`src/rtl/tcew_pkg.sv`:
```
package tcew_pkg;

   // Result command codes
   localparam logic [2:0] CMD_GLYPH  = 3'd0;
   localparam logic [2:0] CMD_FILL   = 3'd1;
   localparam logic [2:0] CMD_SCROLL = 3'd2;
   localparam logic [2:0] CMD_CLEAR  = 3'd3;
   localparam logic [2:0] CMD_BEEP   = 3'd4;

   // Configuration register indexes
   localparam logic [2:0] REG_GLYPH_WIDTH   = 3'd0;
   localparam logic [2:0] REG_LINE_HEIGHT   = 3'd1;
   localparam logic [2:0] REG_SCREEN_WIDTH  = 3'd2;
   localparam logic [2:0] REG_LINES_IN_VIEW = 3'd3;
   localparam logic [2:0] REG_TAB_WIDTH     = 3'd4;
   localparam logic [2:0] REG_BG_COLOR      = 3'd5;

   // Configuration reset values
   localparam logic [6:0]  RST_GLYPH_WIDTH   = 7'd8;
   localparam logic [6:0]  RST_LINE_HEIGHT   = 7'd16;
   localparam logic [11:0] RST_SCREEN_WIDTH  = 12'd320;
   localparam logic [7:0]  RST_LINES_IN_VIEW = 8'd20;
   localparam logic [7:0]  RST_TAB_WIDTH     = 8'd32;
   localparam logic [3:0]  RST_BG_COLOR      = 4'd15;

   // Parser phases
   localparam logic [2:0] PH_IDLE    = 3'd0;
   localparam logic [2:0] PH_ESC     = 3'd1;
   localparam logic [2:0] PH_BRACKET = 3'd2;
   localparam logic [2:0] PH_ONE     = 3'd3;
   localparam logic [2:0] PH_TWO     = 3'd4;

   // Byte codes
   localparam logic [7:0] CH_NUL     = 8'h00;
   localparam logic [7:0] CH_BEL     = 8'h07;
   localparam logic [7:0] CH_TAB     = 8'h09;
   localparam logic [7:0] CH_LF      = 8'h0A;
   localparam logic [7:0] CH_FF      = 8'h0C;
   localparam logic [7:0] CH_CR      = 8'h0D;
   localparam logic [7:0] CH_ESC     = 8'h1B;
   localparam logic [7:0] CH_ZERO    = 8'h30;
   localparam logic [7:0] CH_NINE    = 8'h39;
   localparam logic [7:0] CH_BRACKET = 8'h5B;
   localparam logic [7:0] CH_K       = 8'h4B;
   localparam logic [7:0] CH_M       = 8'h6D;

   // Attribute numbers after ESC [
   localparam logic [6:0] SGR_RESET         = 7'd0;
   localparam logic [6:0] SGR_BOLD          = 7'd1;
   localparam logic [6:0] SGR_UNDERLINE     = 7'd4;
   localparam logic [6:0] SGR_REVERSE       = 7'd7;
   localparam logic [6:0] SGR_BOLD_OFF      = 7'd21;
   localparam logic [6:0] SGR_UNDERLINE_OFF = 7'd24;
   localparam logic [6:0] SGR_REVERSE_OFF   = 7'd27;
   localparam logic [6:0] SGR_FG_FIRST      = 7'd30;
   localparam logic [6:0] SGR_FG_LAST       = 7'd37;

   // One result beat
   typedef struct packed {
      logic [2:0]  command;
      logic [11:0] pos_x;
      logic [11:0] pos_y;
      logic [11:0] span_width;
      logic [7:0]  glyph;
      logic [3:0]  fg_color;
      logic [3:0]  bg_color;
      logic        bold;
      logic        underline;
      logic        reverse;
      logic        last;
   } rsp_type;

endpackage

```
`src/rtl/tcew_rem.sv`:
```
// Iterative remainder unit: one dividend bit per cycle, restoring form.
module tcew_rem #(
   parameter int XW = 13
) (
   input  logic          clock,
   input  logic          reset,
   input  logic          start,
   input  logic [XW-1:0] dividend,
   input  logic [7:0]    divisor,
   output logic          done,
   output logic [7:0]    remainder
);

   localparam int CNT_W = $clog2(XW + 1);

   logic [XW-1:0]    quo_ff, quo_in;
   logic [8:0]       rem_ff, rem_in;
   logic [CNT_W-1:0] cnt_ff, cnt_in;
   logic             run_ff, run_in;
   logic             done_ff, done_in;
   logic [8:0]       rem_shift;

   // Shift one dividend bit in, subtract when it fits
   always_comb begin
      rem_shift = {rem_ff[7:0], quo_ff[XW-1]};
      quo_in    = quo_ff;
      rem_in    = rem_ff;
      cnt_in    = cnt_ff;
      run_in    = run_ff;
      done_in   = 1'b0;
      if (start) begin
         quo_in = dividend;
         rem_in = 9'd0;
         cnt_in = CNT_W'(XW);
         run_in = 1'b1;
      end else if (run_ff) begin
         quo_in = {quo_ff[XW-2:0], 1'b0};
         rem_in = (rem_shift >= {1'b0, divisor}) ? rem_shift - {1'b0, divisor} : rem_shift;
         cnt_in = cnt_ff - CNT_W'(1);
         if (cnt_ff == CNT_W'(1)) begin
            run_in  = 1'b0;
            done_in = 1'b1;
         end
      end
   end

   always_ff @(posedge clock) begin
      if (reset) begin
         run_ff  <= 1'b0;
         done_ff <= 1'b0;
         cnt_ff  <= '0;
      end else begin
         run_ff  <= run_in;
         done_ff <= done_in;
         cnt_ff  <= cnt_in;
      end
      quo_ff <= quo_in;
      rem_ff <= rem_in;
   end

   assign done      = done_ff;
   assign remainder = rem_ff[7:0];

endmodule

```
`src/rtl/tcew_rsp.sv`:
```
// Result output register: holds one beat until the consumer takes it.
module tcew_rsp (
   input  logic             clock,
   input  logic             reset,
   input  logic             load,
   input  tcew_pkg::rsp_type load_data,
   output logic             free,
   input  logic             rsp_ready,
   output logic             rsp_valid,
   output tcew_pkg::rsp_type rsp_data
);

   logic              valid_ff, valid_in;
   tcew_pkg::rsp_type data_ff, data_in;

   assign free = !valid_ff || rsp_ready;

   always_comb begin
      valid_in = valid_ff;
      data_in  = data_ff;
      if (load) begin
         valid_in = 1'b1;
         data_in  = load_data;
      end else if (rsp_ready) begin
         valid_in = 1'b0;
      end
   end

   always_ff @(posedge clock) begin
      if (reset) begin
         valid_ff <= 1'b0;
      end else begin
         valid_ff <= valid_in;
      end
      data_ff <= data_in;
   end

   assign rsp_valid = valid_ff;
   assign rsp_data  = data_ff;

endmodule

```
`src/rtl/text_console_escape_writer_core.sv`:
```
// Text console writer: takes one text byte per req beat and produces up to two
// draw commands (glyph, fill span, scroll, clear, beep) on the rsp channel,
// tracking a pixel cursor, bold/underline/reverse and the foreground color and
// parsing ESC [ n K / ESC [ n m. One byte is handled at a time; req_ready is
// high only while the sequencer is idle. Each byte passes S_DECODE; a glyph then
// passes S_GLYPH, and every result waits in S_EMIT until the rsp register is free.
// A tab runs the remainder unit one bit per cycle. The rsp output register
// lets the next byte be taken while the last result still waits.
module text_console_escape_writer_core #(
   parameter int COORD_BITS = 12
) (
   input  logic        clock,
   input  logic        reset,
   input  logic        req_valid,
   output logic        req_ready,
   input  logic [7:0]  req_char_code,
   output logic        rsp_valid,
   input  logic        rsp_ready,
   output logic [2:0]  rsp_command,
   output logic [11:0] rsp_pos_x,
   output logic [11:0] rsp_pos_y,
   output logic [11:0] rsp_span_width,
   output logic [7:0]  rsp_glyph,
   output logic [3:0]  rsp_fg_color,
   output logic [3:0]  rsp_bg_color,
   output logic        rsp_bold,
   output logic        rsp_underline,
   output logic        rsp_reverse,
   output logic        rsp_last,
   input  logic        csr_valid,
   output logic        csr_ready,
   input  logic [2:0]  csr_index,
   input  logic [11:0] csr_wdata
);

   localparam int CW = COORD_BITS;
   localparam int WW = ((CW > 14) ? CW : 14) + 1;
   localparam int XW = CW + 1;
   localparam logic [WW-1:0] CMAX_W = WW'((1 << CW) - 1);
   localparam logic [CW-1:0] CMAX   = CW'((1 << CW) - 1);

   localparam logic [2:0] S_IDLE   = 3'd0;
   localparam logic [2:0] S_DECODE = 3'd1;
   localparam logic [2:0] S_TAB    = 3'd2;
   localparam logic [2:0] S_GLYPH  = 3'd3;
   localparam logic [2:0] S_EMIT   = 3'd4;

   // Configuration
   logic [6:0]  glyph_width_ff, glyph_width_in;
   logic [6:0]  line_height_ff, line_height_in;
   logic [11:0] screen_width_ff, screen_width_in;
   logic [7:0]  lines_in_view_ff, lines_in_view_in;
   logic [7:0]  tab_width_ff, tab_width_in;
   logic [3:0]  bg_color_ff, bg_color_in;
   logic [CW-1:0] bottom_ff, bottom_in;

   // Console state
   logic [2:0]    state_ff, state_in;
   logic [2:0]    ret_ff, ret_in;
   logic [CW-1:0] cursor_x_ff, cursor_x_in;
   logic [CW-1:0] cursor_y_ff, cursor_y_in;
   logic [2:0]    phase_ff, phase_in;
   logic [6:0]    num_ff, num_in;
   logic          bold_ff, bold_in;
   logic          underline_ff, underline_in;
   logic          reverse_ff, reverse_in;
   logic [3:0]    fg_ff, fg_in;
   logic [7:0]    char_ff, char_in;
   tcew_pkg::rsp_type pend_ff, pend_in;

   // Working values
   logic [14:0]   bottom_prod;
   logic [7:0]    rows;
   logic          dec_char;
   logic [6:0]    digit;
   logic          normal;
   logic          final_b;
   logic [2:0]    fg_sel;
   logic [7:0]    tab_div;
   logic [WW-1:0] tab_x;
   logic [WW-1:0] tab_up;
   logic [WW-1:0] glyph_end;
   logic [WW-1:0] y_next;
   logic          wrap;
   logic          at_bottom;
   logic [WW-1:0] span_diff;
   tcew_pkg::rsp_type base;

   logic          rem_start;
   logic          rem_done;
   logic [7:0]    rem_val;
   logic          out_free;
   logic          out_load;
   tcew_pkg::rsp_type out_data;

   function automatic logic [CW-1:0] sat(input logic [WW-1:0] v);
      sat = (v > CMAX_W) ? CMAX : CW'(v);
   endfunction

   assign req_ready = (state_ff == S_IDLE);
   assign csr_ready = 1'b1;

   // Configuration writes and the bottom row
   always_comb begin
      glyph_width_in   = glyph_width_ff;
      line_height_in   = line_height_ff;
      screen_width_in  = screen_width_ff;
      lines_in_view_in = lines_in_view_ff;
      tab_width_in     = tab_width_ff;
      bg_color_in      = bg_color_ff;
      if (csr_valid) begin
         case (csr_index)
            tcew_pkg::REG_GLYPH_WIDTH:   glyph_width_in   = csr_wdata[6:0];
            tcew_pkg::REG_LINE_HEIGHT:   line_height_in   = csr_wdata[6:0];
            tcew_pkg::REG_SCREEN_WIDTH:  screen_width_in  = csr_wdata;
            tcew_pkg::REG_LINES_IN_VIEW: lines_in_view_in = csr_wdata[7:0];
            tcew_pkg::REG_TAB_WIDTH:     tab_width_in     = csr_wdata[7:0];
            tcew_pkg::REG_BG_COLOR:      bg_color_in      = csr_wdata[3:0];
            default: ;
         endcase
      end
      rows        = (lines_in_view_ff == 8'd0) ? 8'd0 : lines_in_view_ff - 8'd1;
      bottom_prod = 15'(rows) * 15'(line_height_ff);
      bottom_in   = sat(WW'(bottom_prod));
   end

   // Shared arithmetic operands
   always_comb begin
      dec_char  = (char_ff inside {[tcew_pkg::CH_ZERO:tcew_pkg::CH_NINE]});
      digit     = 7'(char_ff - tcew_pkg::CH_ZERO);
      tab_div   = (tab_width_ff == 8'd0) ? 8'd1 : tab_width_ff;
      tab_x     = WW'(cursor_x_ff) + WW'(1);
      tab_up    = (rem_val == 8'd0) ? tab_x : tab_x + WW'(tab_div) - WW'(rem_val);
      glyph_end = WW'(cursor_x_ff) + WW'(glyph_width_ff);
      wrap      = (glyph_end >= WW'(screen_width_ff));
      y_next    = WW'(cursor_y_ff) + WW'(line_height_ff);
      at_bottom = !(cursor_y_ff < bottom_ff);
      span_diff = (WW'(screen_width_ff) > WW'(cursor_x_ff)) ?
                  WW'(screen_width_ff) - WW'(cursor_x_ff) : '0;
      fg_sel    = 3'(num_ff - tcew_pkg::SGR_FG_FIRST);

      base            = '0;
      base.fg_color   = fg_ff;
      base.bg_color   = bg_color_ff;
      base.bold       = bold_ff;
      base.underline  = underline_ff;
      base.reverse    = reverse_ff;
      base.last       = 1'b1;
   end

   // Sequencer
   always_comb begin
      state_in     = state_ff;
      ret_in       = ret_ff;
      cursor_x_in  = cursor_x_ff;
      cursor_y_in  = cursor_y_ff;
      phase_in     = phase_ff;
      num_in       = num_ff;
      bold_in      = bold_ff;
      underline_in = underline_ff;
      reverse_in   = reverse_ff;
      fg_in        = fg_ff;
      char_in      = char_ff;
      pend_in      = pend_ff;
      rem_start    = 1'b0;
      out_load     = 1'b0;
      normal       = 1'b0;
      final_b      = 1'b0;

      case (state_ff)
         S_IDLE: begin
            if (req_valid) begin
               char_in  = req_char_code;
               state_in = S_DECODE;
            end
         end

         S_DECODE: begin
            state_in = S_IDLE;
            ret_in   = S_IDLE;
            // escape parser
            case (phase_ff)
               tcew_pkg::PH_ESC: begin
                  phase_in = tcew_pkg::PH_IDLE;
                  if (char_ff == tcew_pkg::CH_BRACKET) begin
                     phase_in = tcew_pkg::PH_BRACKET;
                     num_in   = 7'd0;
                  end else begin
                     normal = 1'b1;
                  end
               end
               tcew_pkg::PH_BRACKET: begin
                  if (dec_char) begin
                     num_in   = digit;
                     phase_in = tcew_pkg::PH_ONE;
                  end else begin
                     final_b = 1'b1;
                  end
               end
               tcew_pkg::PH_ONE: begin
                  if (dec_char) begin
                     num_in   = 7'({num_ff, 3'b000} + {num_ff, 1'b0}) + digit;
                     phase_in = tcew_pkg::PH_TWO;
                  end else begin
                     final_b = 1'b1;
                  end
               end
               tcew_pkg::PH_TWO: final_b = 1'b1;
               default: begin
                  phase_in = tcew_pkg::PH_IDLE;
                  normal   = 1'b1;
               end
            endcase

            // final byte of an escape
            if (final_b) begin
               phase_in = tcew_pkg::PH_IDLE;
               num_in   = 7'd0;
               if (char_ff == tcew_pkg::CH_K) begin
                  pend_in            = base;
                  pend_in.command    = tcew_pkg::CMD_FILL;
                  pend_in.pos_x      = 12'(cursor_x_ff);
                  pend_in.pos_y      = 12'(cursor_y_ff);
                  pend_in.span_width = 12'(CW'(span_diff));
                  state_in           = S_EMIT;
               end else if (char_ff == tcew_pkg::CH_M) begin
                  case (num_ff)
                     tcew_pkg::SGR_RESET: begin
                        bold_in      = 1'b0;
                        underline_in = 1'b0;
                        reverse_in   = 1'b0;
                        fg_in        = 4'd0;
                     end
                     tcew_pkg::SGR_BOLD:          bold_in      = 1'b1;
                     tcew_pkg::SGR_UNDERLINE:     underline_in = 1'b1;
                     tcew_pkg::SGR_REVERSE:       reverse_in   = 1'b1;
                     tcew_pkg::SGR_BOLD_OFF:      bold_in      = 1'b0;
                     tcew_pkg::SGR_UNDERLINE_OFF: underline_in = 1'b0;
                     tcew_pkg::SGR_REVERSE_OFF:   reverse_in   = 1'b0;
                     default: begin
                        // color numbers map to bit-reversed palette index
                        if (num_ff inside {[tcew_pkg::SGR_FG_FIRST:tcew_pkg::SGR_FG_LAST]}) begin
                           fg_in = {1'b0, fg_sel[0], fg_sel[1], fg_sel[2]};
                        end
                     end
                  endcase
               end
            end

            // plain byte
            if (normal) begin
               case (char_ff)
                  tcew_pkg::CH_NUL: ;
                  tcew_pkg::CH_BEL: begin
                     pend_in         = base;
                     pend_in.command = tcew_pkg::CMD_BEEP;
                     state_in        = S_EMIT;
                  end
                  tcew_pkg::CH_TAB: begin
                     rem_start = 1'b1;
                     state_in  = S_TAB;
                  end
                  tcew_pkg::CH_FF: begin
                     cursor_x_in     = '0;
                     cursor_y_in     = '0;
                     pend_in         = base;
                     pend_in.command = tcew_pkg::CMD_CLEAR;
                     state_in        = S_EMIT;
                  end
                  tcew_pkg::CH_ESC: begin
                     phase_in = tcew_pkg::PH_ESC;
                     num_in   = 7'd0;
                  end
                  tcew_pkg::CH_LF: begin
                     cursor_x_in = '0;
                     if (!at_bottom) begin
                        cursor_y_in = sat(y_next);
                     end else begin
                        cursor_y_in     = bottom_ff;
                        pend_in         = base;
                        pend_in.command = tcew_pkg::CMD_SCROLL;
                        pend_in.pos_y   = 12'(bottom_ff);
                        state_in        = S_EMIT;
                     end
                  end
                  tcew_pkg::CH_CR: begin
                     cursor_x_in        = '0;
                     pend_in            = base;
                     pend_in.command    = tcew_pkg::CMD_FILL;
                     pend_in.pos_y      = 12'(cursor_y_ff);
                     pend_in.span_width = 12'(CW'(screen_width_ff));
                     state_in           = S_EMIT;
                  end
                  default: begin
                     state_in = S_GLYPH;
                     // wrap first when the cell would reach the edge
                     if (wrap) begin
                        cursor_x_in = '0;
                        if (!at_bottom) begin
                           cursor_y_in = sat(y_next);
                        end else begin
                           cursor_y_in     = bottom_ff;
                           pend_in         = base;
                           pend_in.command = tcew_pkg::CMD_SCROLL;
                           pend_in.pos_y   = 12'(bottom_ff);
                           pend_in.last    = 1'b0;
                           ret_in          = S_GLYPH;
                           state_in        = S_EMIT;
                        end
                     end
                  end
               endcase
            end
         end

         S_TAB: begin
            if (rem_done) begin
               cursor_x_in = sat(tab_up);
               state_in    = S_IDLE;
            end
         end

         S_GLYPH: begin
            pend_in         = base;
            pend_in.command = tcew_pkg::CMD_GLYPH;
            pend_in.pos_x   = 12'(cursor_x_ff);
            pend_in.pos_y   = 12'(cursor_y_ff);
            pend_in.glyph   = char_ff;
            cursor_x_in     = sat(glyph_end);
            ret_in          = S_IDLE;
            state_in        = S_EMIT;
         end

         S_EMIT: begin
            if (out_free) begin
               out_load = 1'b1;
               state_in = ret_ff;
            end
         end

         default: state_in = S_IDLE;
      endcase
   end

   always_ff @(posedge clock) begin
      if (reset) begin
         glyph_width_ff   <= tcew_pkg::RST_GLYPH_WIDTH;
         line_height_ff   <= tcew_pkg::RST_LINE_HEIGHT;
         screen_width_ff  <= tcew_pkg::RST_SCREEN_WIDTH;
         lines_in_view_ff <= tcew_pkg::RST_LINES_IN_VIEW;
         tab_width_ff     <= tcew_pkg::RST_TAB_WIDTH;
         bg_color_ff      <= tcew_pkg::RST_BG_COLOR;
         state_ff         <= S_IDLE;
         ret_ff           <= S_IDLE;
         cursor_x_ff      <= '0;
         cursor_y_ff      <= '0;
         phase_ff         <= tcew_pkg::PH_IDLE;
         num_ff           <= 7'd0;
         bold_ff          <= 1'b0;
         underline_ff     <= 1'b0;
         reverse_ff       <= 1'b0;
         fg_ff            <= 4'd0;
      end else begin
         glyph_width_ff   <= glyph_width_in;
         line_height_ff   <= line_height_in;
         screen_width_ff  <= screen_width_in;
         lines_in_view_ff <= lines_in_view_in;
         tab_width_ff     <= tab_width_in;
         bg_color_ff      <= bg_color_in;
         state_ff         <= state_in;
         ret_ff           <= ret_in;
         cursor_x_ff      <= cursor_x_in;
         cursor_y_ff      <= cursor_y_in;
         phase_ff         <= phase_in;
         num_ff           <= num_in;
         bold_ff          <= bold_in;
         underline_ff     <= underline_in;
         reverse_ff       <= reverse_in;
         fg_ff            <= fg_in;
      end
      bottom_ff <= bottom_in;
      char_ff   <= char_in;
      pend_ff   <= pend_in;
   end

   // Tab rounding: remainder of (cursor_x + 1) by the tab width
   tcew_rem #(
      .XW(XW)
   ) u_rem (
      .clock     (clock),
      .reset     (reset),
      .start     (rem_start),
      .dividend  (XW'(cursor_x_ff) + XW'(1)),
      .divisor   (tab_div),
      .done      (rem_done),
      .remainder (rem_val)
   );

   // Result register
   tcew_rsp u_rsp (
      .clock     (clock),
      .reset     (reset),
      .load      (out_load),
      .load_data (pend_ff),
      .free      (out_free),
      .rsp_ready (rsp_ready),
      .rsp_valid (rsp_valid),
      .rsp_data  (out_data)
   );

   assign rsp_command    = out_data.command;
   assign rsp_pos_x      = out_data.pos_x;
   assign rsp_pos_y      = out_data.pos_y;
   assign rsp_span_width = out_data.span_width;
   assign rsp_glyph      = out_data.glyph;
   assign rsp_fg_color   = out_data.fg_color;
   assign rsp_bg_color   = out_data.bg_color;
   assign rsp_bold       = out_data.bold;
   assign rsp_underline  = out_data.underline;
   assign rsp_reverse    = out_data.reverse;
   assign rsp_last       = out_data.last;

endmodule
```
`config.mk`:
```
export PLATFORM = sky130hd
export DESIGN_NAME = text_console_escape_writer_core
export DESIGN_NICKNAME = d
export VERILOG_FILES = /design/src/rtl/tcew_pkg.sv /design/src/rtl/tcew_rem.sv /design/src/rtl/tcew_rsp.sv /design/src/rtl/text_console_escape_writer_core.sv
export SDC_FILE = /design/constraint.sdc
export NUM_CORES = 1
export LEC_CHECK = 0
export ABC_AREA = 1
export ABC_CLOCK_PERIOD_IN_PS = 7850
export BUFFER_PORTS_ARGS = -buffer_cell sky130_fd_sc_hd__buf_2
export CAP_MARGIN = 20
export CORE_UTILIZATION = 40
export CTS_CLUSTER_SIZE = 8
export DETAILED_ROUTE_END_ITERATION = 7
export HOLD_SLACK_MARGIN = 0.06
export PLACE_DENSITY = 0.58
export SYNTH_ARGS = -nofsm -noshare
export SYNTH_HDL_FRONTEND = slang
export SYNTH_SLANG_ARGS = --single-unit
```
`constraint.sdc`:
```
create_clock -name clock -period 7.85 [get_ports clock]
set_input_delay 1.1775 -clock clock [delete_from_list [all_inputs] [get_ports clock]]
set_output_delay 1.1775 -clock clock [all_outputs]
set_load 0.03 [all_outputs]
```
==> Yosys cells after proc, flatten, opt, wreduce, memory -nomap -nowiden <==
Index checks and enable logic that the tools add are counted.
{ "totals": {"wordCells": 242, "reg_bits": 259} }
{ "op_classes": {"multipliers": 1, "n_eq_ne": 35, "n_bitwise": 4, "addsub": 14, "n_mux": 80, "n_reduce_logical": 49, "n_lt_le_gt_ge": 12} }
{ "ops": {"columns": ["cell", "n"], "rows": [
  ["$mux 59", 6],
  ["$pmux 59 s5", 1],
  ["$pmux 59 s2", 1],
  ["$mux 12", 9],
  ["$pmux 12 s3", 2],
  ["$mux 3", 14],
  ["$mux 7", 6],
  ["$eq 8x4->1 const B", 4],
  ["$logic_not 8->1", 4],
  ["$gt 15x12->1 const B", 2],
  ["$add 12x1->13 const B", 2],
  ["$add 12x7->13", 2],
  ["$gt 13x12->1 const B", 2],
  ["$mux 13", 2],
  ["$eq 8x7->1 const B", 3],
  ["$mux 8", 3],
  ["$pmux 12 s2", 1],
  ["$pmux 3 s4", 2],
  ["$eq 7x5->1 const B", 3],
  ["$pmux 7 s3", 1],
  ["$reduce_and 5->1", 4],
  ["$eq 3x2->1 const B", 6],
  ["$mul 8x7->15", 1],
  ["$mux 1", 15],
  ["other kinds (52)", 99]
]} }

==> Longest topological paths before layout <==
Gate-level depths: netlist of the first run.
{ "logic_depth": {"word_depth": 11, "mapped_depth": 30} }

==> Hierarchy <==
A second synthesis of the first run with hierarchy kept.
{ "hier_totals": {"hier_cells": 2557, "area_unflattened_um2": 18760.5} }
{ "by_module_without_submodules": {"columns": ["mod", "seq_area_each_um2", "area_each_um2", "cells_each", "n_inst"], "rows": [
  ["text_console_escape_writer_core", 4053.9, 15273.4, 2271, 1],
  ["tcew_rsp", 1791.7, 1814.2, 64, 1],
  ["tcew_rem", 670.6, 1672.9, 222, 1]
]} }

==> Worst setup path before layout of the first run <==
Ideal clock, no wire load.
{ "synth_timing": {"path_kind": "register to register", "startpoint": "register lines_in_view_ff[0]", "endpoint": "register bottom_ff[11]", "arrival_ns": 4.968, "required_ns": 7.725, "path_buffers": 1, "setup_slack_ns": 2.756, "synth_period_minus_slack_ns": 5.094, "path_stages_with_launch": 28, "setup_ns": 0.125, "path_cell_list": "dfxtp_1 inv_1 ha_1 nand4_1 inv_1 a21oi_1 o21ai_1 nor2_1 fa_1 inv_1 fa_1 inv_1 fa_1 inv_1 fa_1 inv_1 ha_1 inv_1 nor3_1 nand2_1 o211ai_1 nand3_1 o21ai_0 xor2_1 nand2_1 nor2_1 buf_2 o21ai_0"} }
{ "synth_via": {"elab_chain_cells": 4, "word_cells_on_any_way": 5, "classes_between": "1 x add/sub; 1 x mul; 1 x order compare; 1 x mux; 1 x reduce/logical"} }
{ "synth_rtl": {"columns": ["element", "line", "source"], "rows": [
  ["from (decl)", "text_console_escape_writer_core.sv:52", "logic [7:0] lines_in_view_ff, lines_in_view_in;"],
  ["from (signal assigned)", "text_console_escape_writer_core.sv:350", "lines_in_view_ff <= tcew_pkg::RST_LINES_IN_VIEW;"],
  ["from (signal assigned)", "text_console_escape_writer_core.sv:367", "lines_in_view_ff <= lines_in_view_in;"],
  ["$sub 8x1->8 / $logic_not 8->1 (equally long branches)", "text_console_escape_writer_core.sv:122", "rows = (lines_in_view_ff == 8'd0) ? 8'd0 : lines_in_view_ff - 8'd1;"],
  ["$mux 8 *", "text_console_escape_writer_core.sv:122", null],
  ["$mul 8x7->15 *", "text_console_escape_writer_core.sv:123", "bottom_prod = 15'(rows) * 15'(line_height_ff);"],
  ["$gt 15x12->1", "text_console_escape_writer_core.sv:97", "sat = (v > CMAX_W) ? CMAX : CW'(v);"],
  ["to (signal assigned)", "text_console_escape_writer_core.sv:381", "bottom_ff <= bottom_in;"],
  ["to (decl)", "text_console_escape_writer_core.sv:55", "logic [CW-1:0] bottom_ff, bottom_in;"]
]} }
Mark *: on every way between the ends. The rest lies on a longest branch, timed or not.
A chain may end at the register's enable or synchronous reset.

==> Worst setup path in the final report of the first run <==
{ "layout_timing": {"startpoint": "register lines_in_view_ff[0]", "endpoint": "register bottom_ff[4]"} }
The elaborated chain is that of the path after synthesis.

==> flow_summary.toml, run 1 <==
[detailed_routing]
route.detailed.drc = 0
avgViaCountPerCell = 5.28
drt_iter0_markers = 1216
postRouteWirelength_mm = 52.2
antenna_left = 0
dr.pass1.iters = 7
avgRoutedWirePerCell_um = 16.8
num_vias = 16400

[logic_synthesis]
avgSynthCellArea_um2 = 7.52
ys_seq_area_share_pct = 35.9
synth_nets = 2612
yosysTopAreaCell = "edfxtp_1"
synth_flop_cell = "edfxtp_1"
synthTopCellsByArea = "edfxtp_1 23%, dfxtp_1 13%, nand2_1 11%"
yosys_warnings = 0
synthArstFlopShare_pct = 0
netlist_instances = 2416
synth.top_cell.area_share_pct = 23.0
syn-cell-area_um2 = 18200
synth_edf_count = 139
ys_seq_elements = 256
yosys.cell_types.count = 59

[critical_path]
cp-startpoint = "lines_in_view_ff[0]"
crit_buf_inv = 7
worstPathRequired_ns = 8.23
rr_endpoint = "bottom_ff[4]"
endpoint_kind = "flip-flop"
cp.depth = 26
path_max_fanout = 12
worstPathArrival_ns = 6.49
ff2ff_setup_slack_ns = 1.74
max_stage_delay_ns = 0.53
cp-endpoint = "bottom_ff[4]"
crit_top_cell = "inv_1"
reg2regPathDepth = 26
start_kind = "flip-flop"
crit_type = "reg -> reg"
cpLargestDelayFamily = "adder cells"
slowest_stage = "fa_1"
r2r-start = "lines_in_view_ff[0]"

[finish]
register_area_um2 = 6520
syn_to_final_growth_pct = 11.2
nNetsFinal = 2676
antenna-diode-count = 0
design_area_um2 = 20200
multi_input_area_um2 = 10100
fill_cells = 4495
drive_gt1_share_pct = 7.89

[timing]
finalHoldViolCount = 0
setup_viol = 0
fin_setup_tns_ns = 0
maxSlewHeadroom_pct = 34.9
timing.final.crit_share_pct = 77.8
rsz0062_at_grt = "false"
fmax_mhz = 164
drv_slew = 0
clock_skew_ns = 0.0174
tightest_slew_ns = 0.976
period_minus_slack_ns = 6.11
whs_ns = 0.441

[hold_path]
holdCritPathClass = "reg -> reg"
min-delay-start = "pend_ff[10]"

[pwr]
powerDensity_nw_per_um2 = 267
ir_drop_mv = 0.156
leakage_nw = 9.30
p_total_mw = 5.41

[clock_network]
cts_buffers = 38
postCtsSetupRepairBufs = 0
clkSlewWorstSetupHoldPaths_ns = 0.05
clk_path_buf_depth = 3
h-tree-depth = 2
worstSkewPairLatency_ns = 0.56
root_buffer = "clkbuf_16"
cts_resized = 0
cts_tree = "yes"
postCtsHoldBufs = 0
cts_sinks = 256

[die]
die-area_um2 = 46300
initial_core_util_pct = 40.8
die_h_um = 215
rows = 77
die_x_um = 215
fp.coreArea_um2 = 44500
ioPinCount = 90

[global_route]
antenna_found_initial = 0
grt_pass1_vias = 15700
grt_use_total_pct = 22.6
grt_pass1_wl_mm = 84.2
grt_overflow = 0
grt_max_degree = 69

[placed_design]
gp_congestion = 0.893
placed_area_um2 = 19100
dp_hpwl_mm = 37.8
port-buffer-count = 88

[status]
status = "completed"

[run]
drv_cap = 0
## registers in the layout, indices dropped and copies added (netlist names), 3 cells and up
signal and flops:
phase_ff 3, bg_color_ff 4, screen_width_ff 12, u_rsp.rsp_data 59, fg_ff 3, line_height_ff 7, u_rem.quo_ff 13, tab_width_ff 8
char_ff 8, u_rem.rem_ff 8, lines_in_view_ff 8, glyph_width_ff 7, pend_ff 59, num_ff 7, cursor_y_ff 12, bottom_ff 12
state_ff 3, cursor_x_ff 12, u_rem.cnt_ff 4
## where the power goes
group / internal, mW / switching [mW]
clock network: 0.943 / 0.618
logic: 0.630 / 1.29
registers: 1.76 / 0.165
total: 3.33 / 2.08
## through the flow
step	instances	worst slack (ns)	util [%]
floorplan	2416	2.76	-
global placement	3032	1.96	42.9
detailed placement	3032	1.79	42.9
CTS	3100	1.75	45.4
global route	3100	1.17	45.4
finish	3100	1.74	45.4
## layout make-up
| class | instances | area share, % |
|---|---|---|
| clock buffer | 66 | 5.43 |
| clock inverter | 2 | 0.161 |
| inverter | 319 | 5.94 |
| multi-input combinational | 1765 | 49.9 |
| sequential | 256 | 32.2 |
| tap | 592 | 3.66 |
| timing repair buffer | 100 | 2.62 |
## cells by family (layout without fill, tap and decap cells)
logic type | after synthesis | count (layout) | synth area share [%]
and+or+nand+nor | 1061 | 1061 | 25.0
AOI/OAI and AO/OA | 476 | 476 | 14.1
buffers and inverters | 395 | 487 | 8.71
DFF | 256 | 256 | 35.9
adders and majority gates | 168 | 168 | 13.4
xor gates and xnor gates | 59 | 59 | 2.84
other | 1 | 1 | 0.0206
## cell usage after synthesis, types with 41 or more instances
library cell	number
nand2_1	528
fa_1	45
nor2_1	283
inv_1	304
edfxtp_1	139
dfxtp_1	117
o21ai_0	179
clkbuf_1	41
a21oi_1	185
nand3_1	140
ha_1	123
## cell usage in the layout (no fill, tap or decap), drive strengths merged, types with 4 or more instances in the layout
cell	instances
nand2	541
inv	315
nor2	295
o21ai	218
a21oi	186
nand3	143
edfxtp	139
ha	123
dfxtp	117
buf	100
clkbuf	66
fa	45
xor2	39
nor3	28
nand4	26
o211ai	25
xnor2	20
a31oi	12
or2	10
nand3b	9
clkinv	6
nor4	5
a22oi	5
o21a	4
o31ai	4
## worst reg2reg max path, delay by kind of cell (launching register included)
family                   cells  cell delay, ns
buffers and inverters        7            0.59
AO/OA/AOI/OAI                5            0.97
adder cells (fa/ha/maj)      6            2.59
AND/OR/NAND/NOR              7            1.33
flip-flops                   1            0.31
XOR/XNOR                     1            0.18
## worst min path at each step
| stage | endpoint | depth (start not counted) |
|---|---|---|
| 4_1_cts | u_rsp.rsp_data[10] | 0 |
| 3_5_place_dp | u_rsp.rsp_data[50] | 0 |
| 5_1_grt | u_rsp.rsp_data[10] | 0 |
| 6_report | u_rsp.rsp_data[10] | 0 |
| 3_3_place_gp | u_rsp.rsp_data[21] | 0 |
| 2_1_floorplan | u_rsp.rsp_data[0] | 0 |
## metal layers
metal	vias up	wire, um	part of all wire [%]	track usage [%]
met2	505	23300	45	35.9
met1	7643	24600	47	31.6
met3	96	3060	5.9	3.38
met5	-	0	0	0
li1	8125	-	-	-
met4	0	1330	2.5	6.69
Note: power is estimated with default switching activity, not from simulation.
==> run 2, diff against run 1 <==
--- a/config.mk
+++ b/config.mk
@@ -5,15 +5,15 @@
 export SDC_FILE = /design/constraint.sdc
 export NUM_CORES = 1
 export LEC_CHECK = 0
-export ABC_AREA = 1
-export ABC_CLOCK_PERIOD_IN_PS = 7850
+export ABC_AREA = 0
+export ABC_CLOCK_PERIOD_IN_PS = 5400
 export BUFFER_PORTS_ARGS = -buffer_cell sky130_fd_sc_hd__buf_2
 export CAP_MARGIN = 20
 export CORE_UTILIZATION = 40
 export CTS_CLUSTER_SIZE = 8
 export DETAILED_ROUTE_END_ITERATION = 7
 export HOLD_SLACK_MARGIN = 0.06
-export PLACE_DENSITY = 0.58
+export PLACE_DENSITY = 0.6
 export SYNTH_ARGS = -nofsm -noshare
 export SYNTH_HDL_FRONTEND = slang
 export SYNTH_SLANG_ARGS = --single-unit
==> constraint.sdc (replaced) <==
create_clock -name clock -period 5.4 [get_ports clock]
set_input_delay 0.81 -clock clock [delete_from_list [all_inputs] [get_ports clock]]
set_output_delay 0.81 -clock clock [all_outputs]
set_load 0.03 [all_outputs]
==> flow_summary.toml, run 2 <==
[finish]
mostFrequentLayoutCell = "nand2_1"
fill_cells = 3990
design_area_um2 = 19000
drive_gt1_share_pct = 10.9
nNetsFinal = 2108
syn_to_final_growth_pct = 13.5
final_cell_mix = "210 x nand2_1, 152 x a21oi_1, 139 x edfxtp_1, 132 x nor2_1, 124 x inv_1"
fin_util_pct = 46.3

[run]
drv_cap = 0

[critical_path]
path_max_fanout = 12
crit_type = "reg -> reg"
worstPathRequired_ns = 5.83
start_kind = "flip-flop"
cp_cell_sequence = "or4_4 -> nor4b_4 -> buf_6 -> a21oi_4 -> and2_4 -> fa_1 -> fa_1 -> fa_1 -> inv_1 -> fa_1 -> inv_2 -> ha_4 -> or3_4 -> nand4_1 -> nand4b_1 -> o311ai_2 -> xnor2_1 -> nor3_2 -> buf_6 -> o21ai_1"
slowest_stage = "fa_1"
max_stage_delay_ns = 0.56
crit_top_cell = "fa_1"
endpoint_kind = "flip-flop"
worstPathArrival_ns = 5.77

[logic_synthesis]
yosys.cell_types.count = 82
synth.top_cell.area_share_pct = 24.9
netlist_instances = 1832
syn-cell-area_um2 = 16800
yosysTopAreaCell = "edfxtp_1"
synth_nets = 2028
synth_most_common_cell = "nand2_1"
yosys_warnings = 0
ys_seq_elements = 256
synth_edf_count = 139
synthArstFlopShare_pct = 0
synthTopCellsByArea = "edfxtp_1 25%, dfxtp_1 14%, ha_1 9.2%"
avgSynthCellArea_um2 = 9.16
ys_seq_area_share_pct = 38.8
synth_flop_cell = "edfxtp_1"
synthTopCellsByCount = "210 x nand2_1, 154 x a21oi_1, 139 x edfxtp_1, 138 x nor2_1, 127 x inv_1"

[die]
ioPinCount = 90
die-area_um2 = 42800
die_x_um = 207
fp.coreArea_um2 = 41100
rows = 74
initial_core_util_pct = 40.8
die_h_um = 207

[global_route]
grt_overflow = 0
antenna_found_initial = 1
grt_max_degree = 86
grt_pass1_vias = 13500
grt_use_total_pct = 21.5
grt_pass1_wl_mm = 73.0

[clock_network]
h-tree-depth = 2
postCtsHoldBufs = 0
postCtsSetupRepairBufs = 0
clk_path_buf_depth = 3
cts_buffers = 38
root_buffer = "clkbuf_16"
cts_sinks = 256
cts_tree = "yes"
worstSkewPairLatency_ns = 0.54
clkSlewWorstSetupHoldPaths_ns = 0.05

[timing]
maxSlewHeadroom_pct = 31.5
drv_slew = 0
timing.final.crit_share_pct = 98.9
clock_skew_ns = 0.0206
rsz0062_at_grt = "true"
fmax_mhz = 187
period_minus_slack_ns = 5.34
tightest_slew_ns = 1.02
setup_viol = 0
finalHoldViolCount = 0
fin_ws_ns = 0.0581
whs_ns = 0.450

[pwr]
p_total_mw = 5.54
ir_drop_mv = 0.173
powerDensity_nw_per_um2 = 291
leakage_nw = 7.76

[detailed_routing]
postRouteWirelength_mm = 45.6
avgViaCountPerCell = 5.64
avgRoutedWirePerCell_um = 18.4
num_vias = 13900
dr.pass1.iters = 8
route.detailed.drc = 9
antenna_left = 0
drt_iter0_markers = 972

[status]
violations = "DRC"
status = "finished, violations left"

[placed_design]
dp_hpwl_mm = 33.8
port-buffer-count = 88
placed_area_um2 = 17900
gp_congestion = 0.916
place_ws_ns = -0.0626

[hold_path]
holdCritPathClass = "in -> reg"
[run 2: cell types whose count changed after synthesis, moves of 33 or more]
| cell | previous run | this run |
|---|---|---|
| nand2_1 | 528 | 210 |
| nor2_1 | 283 | 138 |
| o21ai_0 | 179 | 94 |
| o21ai_1 | 39 | 5 |
| nand3_1 | 140 | 53 |
| and2_1 | 0 | 57 |
| xnor2_1 | 20 | 53 |
| inv_1 | 304 | 127 |
[run 2: layer usage]
metal	part of all wire (%)	global-route usage, %
met1	45	28.9
met4	1.9	5.87
met3	6.0	4.19
met5	0	0
met2	47	35.0
[run 2: worst max-delay path, delay by kind of cell (launching register included)]
kind | cells | cell delay (ns)
xor gates and xnor gates | 1 | 0.12
DFF | 1 | 0.31
and+or+nand+nor | 7 | 1.78
adders and majority gates | 5 | 2.19
AOI/OAI and AO/OA | 3 | 0.39
buffers and inverters | 4 | 0.44
[run 2: what timing repair did]
action                                  in CTS  in global routing
endpoints found under the setup margin      12                 12
gates resized for setup                      2                  4
cloned                                       0                  0
pin swaps                                    1                  0
[run 2: cell families (layout without fill, tap and decap cells)]
logic type               after synthesis  after routing  synth area share [%]
AND/OR/NAND/NOR                      630            630                  18.2
AO/OA/AOI/OAI                        475            475                  18.4
flip-flops                           256            256                  38.8
buffers and inverters                207            313                  4.83
adder cells (fa/ha/maj)              168            168                  14.5
XOR/XNOR                              68             68                  3.55
multiplexers                          27             27                  1.67
other                                  1              2                0.0224
[run 2: worst paths after layout]
check,start,to,slack [ns],depth (start not counted)
worst max register to register,lines_in_view_ff[6],bottom_ff[5],0.06,20
worst min-delay path,req_char_code[1],char_ff[1],0.45,1
worst min register to register,pend_ff[3],u_rsp.rsp_data[3],0.45,0
worst max-delay path,lines_in_view_ff[6],bottom_ff[5],0.06,20
[run 2: layout make-up]
class	count	area (um2)	area share [%]
Clock buffer	65	1130	5.92
Inverter	127	477	2.50
Multi-Input combinational cell	1369	9550	50.2
Timing Repair Buffer	120	688	3.62
Sequential cell	256	6520	34.2
Clock inverter	1	5.00	0.0263
Antenna cell	1	2.50	0.0131
Tap cell	532	666	3.50
[run 2: power by group]
part           switching (mW)  internal [mW]  total, mW
Combinational           0.538          0.362      0.900
Sequential              0.137           2.24       2.37
Clock                   0.868           1.40       2.27
Total                    1.54           4.00       5.54
[run 2: per-stage QoR]
step	cells	TNS, ns
4_1_cts	2469	0
5_1_grt	2471	-2.78
6_report	2471	0
3_3_place_gp	2403	0
3_5_place_dp	2403	-0.526
2_1_floorplan	1832	-0.558
